===== src/psd_pkg.sv =====
// shared types, constants and lookup functions for the register stream decompressor
package psd_pkg;

  localparam int unsigned FRAG_ROWS = 128;
  localparam int unsigned NUM_REGS  = 14;
  localparam int unsigned HALF_BITS = 7;
  localparam int unsigned WIN_ROWS  = 2 * FRAG_ROWS;
  localparam int unsigned WIN_DEPTH = NUM_REGS * WIN_ROWS;

  localparam int unsigned ROW_W    = $clog2(FRAG_ROWS);
  localparam int unsigned SLOT_W   = $clog2(WIN_ROWS);
  localparam int unsigned REG_W    = 4;
  localparam int unsigned FRAG_W   = 10;
  localparam int unsigned ROWABS_W = FRAG_W + ROW_W;
  localparam int unsigned ADDR_W   = $clog2(WIN_DEPTH);

  localparam logic [2:0] ST_TAKEN    = 3'd0;
  localparam logic [2:0] ST_REFUSED  = 3'd1;
  localparam logic [2:0] ST_VALUE    = 3'd2;
  localparam logic [2:0] ST_STARVED  = 3'd3;
  localparam logic [2:0] ST_FINISHED = 3'd4;

  localparam logic MODE_LOAD  = 1'b0;
  localparam logic MODE_FETCH = 1'b1;

  typedef struct packed {
    logic       mode;
    logic [7:0] byte_in;
  } psd_in_t;

  typedef struct packed {
    logic [2:0]          status;
    logic [REG_W-1:0]    reg_index;
    logic [ROWABS_W-1:0] row_index;
    logic [7:0]          reg_value;
    logic                padding;
  } psd_out_t;

  typedef struct packed {
    logic accept;
    logic step;
    logic rd_phase;
    logic clear;
  } psd_cmd_t;

  typedef struct packed {
    logic done;
    logic need_read;
    logic clear_last;
  } psd_sts_t;

  function automatic logic [3:0] reg_width(input logic [REG_W-1:0] idx);
    logic [3:0] w;
    case (idx)
      4'd0:    w = 4'd8;
      4'd1:    w = 4'd4;
      4'd2:    w = 4'd8;
      4'd3:    w = 4'd4;
      4'd4:    w = 4'd8;
      4'd5:    w = 4'd4;
      4'd6:    w = 4'd5;
      4'd7:    w = 4'd8;
      4'd8:    w = 4'd5;
      4'd9:    w = 4'd5;
      4'd10:   w = 4'd5;
      4'd11:   w = 4'd8;
      4'd12:   w = 4'd8;
      4'd13:   w = 4'd8;
      default: w = 4'd8;
    endcase
    return w;
  endfunction

endpackage


===== src/psd_ctrl.sv =====
// sequencing state machine: clearing pass, transaction intake, decode steps, output register valid
module psd_ctrl (
  input  logic                clk_i,
  input  logic                rst_ni,
  input  logic                in_valid_i,
  output logic                in_stall_o,
  output logic                out_valid_o,
  input  logic                out_stall_i,
  output psd_pkg::psd_cmd_t   cmd_o,
  input  psd_pkg::psd_sts_t   sts_i
);

  localparam logic [1:0] S_CLEAR  = 2'd0;
  localparam logic [1:0] S_IDLE   = 2'd1;
  localparam logic [1:0] S_DECODE = 2'd2;
  localparam logic [1:0] S_RDWAIT = 2'd3;

  logic [1:0] state_q, state_d;
  logic       out_valid_q, out_valid_d;
  logic       out_free;
  logic       busy;

  assign out_free = !out_valid_q || !out_stall_i;
  assign busy     = (state_q == S_DECODE) || (state_q == S_RDWAIT);

  assign cmd_o.accept   = (state_q == S_IDLE) && in_valid_i;
  assign cmd_o.step     = busy && out_free;
  assign cmd_o.rd_phase = (state_q == S_RDWAIT);
  assign cmd_o.clear    = (state_q == S_CLEAR);

  assign in_stall_o  = (state_q != S_IDLE);
  assign out_valid_o = out_valid_q;

  always_comb begin
    state_d = state_q;
    case (state_q)
      S_CLEAR: begin
        if (sts_i.clear_last) state_d = S_IDLE;
      end
      S_IDLE: begin
        if (in_valid_i) state_d = S_DECODE;
      end
      S_DECODE: begin
        if (cmd_o.step) begin
          if (sts_i.done) state_d = S_IDLE;
          else if (sts_i.need_read) state_d = S_RDWAIT;
        end
      end
      S_RDWAIT: begin
        if (cmd_o.step) state_d = S_IDLE;
      end
      default: state_d = S_CLEAR;
    endcase
  end

  always_comb begin
    out_valid_d = out_valid_q;
    if (cmd_o.step && sts_i.done) out_valid_d = 1'b1;
    else if (!out_stall_i) out_valid_d = 1'b0;
  end

  always_ff @(posedge clk_i or negedge rst_ni) begin
    if (!rst_ni) begin
      state_q     <= S_CLEAR;
      out_valid_q <= 1'b0;
    end else begin
      state_q     <= state_d;
      out_valid_q <= out_valid_d;
    end
  end

endmodule


===== config.mk =====
export PLATFORM = sky130hd
export DESIGN_NAME = psd_ctrl
export DESIGN_NICKNAME = d
export VERILOG_FILES = /design/src/psd_pkg.sv /design/src/psd_ctrl.sv
export SDC_FILE = /design/constraint.sdc
export NUM_CORES = 1
export LEC_CHECK = 0
export BUFFER_PORTS_ARGS = -buffer_cell sky130_fd_sc_hd__buf_2
export CAP_MARGIN = 20
export CELL_PAD_IN_SITES_DETAIL_PLACEMENT = 1
export CELL_PAD_IN_SITES_GLOBAL_PLACEMENT = 2
export CORE_AREA = 2 2 39 41
export CTS_CLUSTER_SIZE = 30
export DETAILED_ROUTE_END_ITERATION = 8
export DIE_AREA = 0 0 41 43
export PLACE_DENSITY = 0.66
export RECOVER_POWER = 100
export SYNTH_ARGS = -nofsm -noshare
export SYNTH_HDL_FRONTEND = slang
export SYNTH_SLANG_ARGS = --single-unit

===== constraint.sdc =====
create_clock -name clk_i -period 1.9 [get_ports clk_i]
set_clock_uncertainty 0.15 [all_clocks]
set_input_delay 0.57 -clock clk_i [delete_from_list [all_inputs] [get_ports clk_i]]
set_output_delay 0.57 -clock clk_i [all_outputs]
set_load 0.05 [all_outputs]

==> summary.md <==
The run finished, with violations left. The checks that failed: negative setup slack. For the maximum number of pins on one net before global-route repair, the log shows 5. The critical path ends at cmd_o[3]. Period utilization: 102%.

The net count of the finished layout is 54. After technology mapping, the gate count stands at 23. Routability-driven placement finished with a final weighted congestion of 0.612. The floorplan step defined a die boundary enclosing 1760 um2. The worst register-to-register path has a setup slack of 140 ps. After clock tree synthesis, the clock-pin slew on the worst setup and hold paths is 40 ps.

Start point of the critical path: state_q[0]. The biggest area consumer among synthesized cells was sky130_fd_sc_hd__dfrtp_1. For this run, the top clock speed supported by timing is 0.517 GHz.

Element type at the critical path end: an output port. Global routing used 9.66% of the available tracks across all layers. The area growth from synthesis to layout is 83.8%. Dividing the detail-routed via count by the number of cells gives 4.02.

TritonCTS created 3 clock buffers. During synthesis, Yosys emitted a total of 0 warnings. The logic depth of the worst register-to-register path was 6; the mean area per synthesized cell was 10.1 um2. TritonCTS built the clock tree.

Excluding fillers, the count of instances in the completed layout stands at 58. The total overflow reported by the global router was 0. The final critical delay including setup and external delays is 1930 ps. Timing analysis after detailed placement gives a worst setup slack of 36.5 ps. After synthesis, the largest area contributor takes up 32.4% of total cell area. The first global-routing pass estimated 1.08 mm of wire. The logs give 1 for the number of detailed-routing iterations run before antenna repair and 52 for the number of instances in the placed design.

The area of the multi-input gates is 175 um2. Summing over every cut layer, the via total after detailed routing is 233. In the final routed layout, each cell accounts on average for 11.2 um. Cell area after technology mapping: 231 um2.

The total I/O pin count is 13. The path class of the tightest hold or removal check is reg -> reg. The tools report the clock root buffer master as sky130_fd_sc_hd__clkbuf_4.

The first routing iteration left 0 violations. Insertion delay to the later sink of the worst-skew pair: 230 ps. The commonest cells after synthesis are sky130_fd_sc_hd__ha_1 (4), sky130_fd_sc_hd__dfrtp_1 (3), sky130_fd_sc_hd__inv_1 (3). The worst path arrival time is 1210 ps, and the width of the chip is 41 um.

The number of port buffers is 12. The commonest register cell after synthesis is sky130_fd_sc_hd__dfrtp_1. For the pin with the worst max-slew slack, the measured transition is 256 ps. The cell with the most instances after synthesis was sky130_fd_sc_hd__ha_1. Once the floorplan was initialized, standard cells occupied 16.7% of the core.

In the synthesized netlist the async set-or-reset flop fraction comes to 100%. The logs give 0 for the number of pins with negative max-slew slack in the final report and 0 for the max-cap violation count. Summing all flip-flop and latch instances after layout gives 76.3 um2.

Counting flops with a built-in enable in the synthesized netlist gives 0. The die is 43 um tall. For the worst setup path, the data required time is 1180 ps. No sink is reached through more buffers than the 2 on the longest clock path. Count of H-tree levels built during CTS: 1. The tools report the final antenna diode count as 0. Along the worst hold path, the cell count comes to 2. The startpoint identified for the worst register-to-register timing path is state_q[0]. For this run, design rule violations remaining after detail routing come to 0. The tools report the type of element launching the critical path as a flop. The detail route stage leaves a number of antenna-violating nets equal to 0. Register bit count reported by yosys: 3.

For this design, the sink count on the clock tree is 3. Maximum fanout along the worst path: 4. The critical path is of the reg -> out type. The half-perimeter wire length after placement came out at 543 um. The worst pin sits at a relative slew slack of 83.0%. The initialized floorplan defines 14 standard-cell rows. Setup repair after global routing could not meet its margin everywhere. For the number of global-route vias before repair, the log shows 273. After routing, the total negative slack on setup checks comes to -56.7 ps. Net count after synthesis: 34. The tools report the end of the worst register-to-register path as state_q[0]. After detailed routing, the total wire length is 650 um. The hold violation total from the final report is 0. The core region is 1380 um2.

The logs give -32.4 ps for the smallest setup slack after layout and 32.4% for the part of the Yosys area used for sequential elements. The worst hold path begins at out_valid_o. For the final setup violation count, the log shows 2. By area the synthesized netlist is led by sky130_fd_sc_hd__dfrtp_1 (32%), sky130_fd_sc_hd__ha_1 (22%), sky130_fd_sc_hd__mux2i_1 (8.6%). The number of fillers in the final layout is 175.

Once layout is complete, the utilization of the core stands at 30.7%. Yosys mapped the design onto 13 distinct sky130hd cell types. In the final layout, the share of cells above drive strength 1 is 59.5%.

The initial antenna violation count was 0.
repair_timing:
action                                 in CTS  in global routing
buffers inserted                            0                  1
gates resized for setup                    10                 10
cloned                                      0                  0
pin swaps                                   0                  1
hold buffers                                1                  0
endpoints found under the hold margin       3                  0
setup endpoints to repair                   4                  4
worst max-delay path: stages, from the launching register on:
cell and delay [ps]:
sky130_fd_sc_hd__dfrtp_1 410, sky130_fd_sc_hd__buf_6 140, sky130_fd_sc_hd__ha_4 160, sky130_fd_sc_hd__and2_4 130, sky130_fd_sc_hd__buf_6 140
logic make-up after synthesis:
group | share of synthesized area [%]
AND/OR/NAND/NOR | 15.1
AO/OA/AOI/OAI | 17.3
adder cells (fa/ha/maj) | 21.6
buffers and inverters | 4.86
flip-flops | 32.4
multiplexers | 8.65
metrics by stage:
stage	hold slack (ps)	area [um2]
detailed placement	217	322
CTS	420	382
floorplan	124	234
global placement	216	322
global route	473	425
finish	422	425
placed cells by master (no fill, tap or decap), drive strengths merged:
cell type and count:
nor2b 1, or3b 1, o21a 1, and2 1, nand2 2, mux2i 2
ha 4, o21ai 2, dfrtp 3, o2111ai 1, buf 13, inv 3
nand2b 1, clkbuf 5, o211ai 1, dlygate4sd3 1
flip-flops by register name, indices dropped and copies added, names as in the netlist:
register,flops
out_valid_o,1
state_q,2
how the worst min path moves through the flow:
stage	slack (ps)	to
2_1_floorplan	120	out_valid_o
3_3_place_gp	220	state_q[1]
3_5_place_dp	220	state_q[1]
4_1_cts	420	out_valid_o
5_1_grt	470	out_valid_o
6_report	420	out_valid_o
cell type report:
| cell class | instances | share of cell area [%] |
|---|---|---|
| Tap cell | 16 | 4.71 |
| Timing Repair Buffer | 15 | 27.4 |
| Clock buffer | 4 | 6.18 |
| Multi-Input combinational cell | 17 | 41.2 |
| Inverter | 3 | 2.65 |
| Sequential cell | 3 | 17.9 |
layer usage:
layer / up-vias / GRT usage (%) / part of all wire, %
met2: 8 / 16.3 / 57
li1: 119 / - / -
met4: 0 / 8.00 / 0
met3: 0 / 1.57 / 6.3
met1: 106 / 9.39 / 36
met5: - / 0 / 0
Power is left out: the tool's default activity adds up to more than one toggle a clock period on the data nets, which glitch-free logic cannot reach.
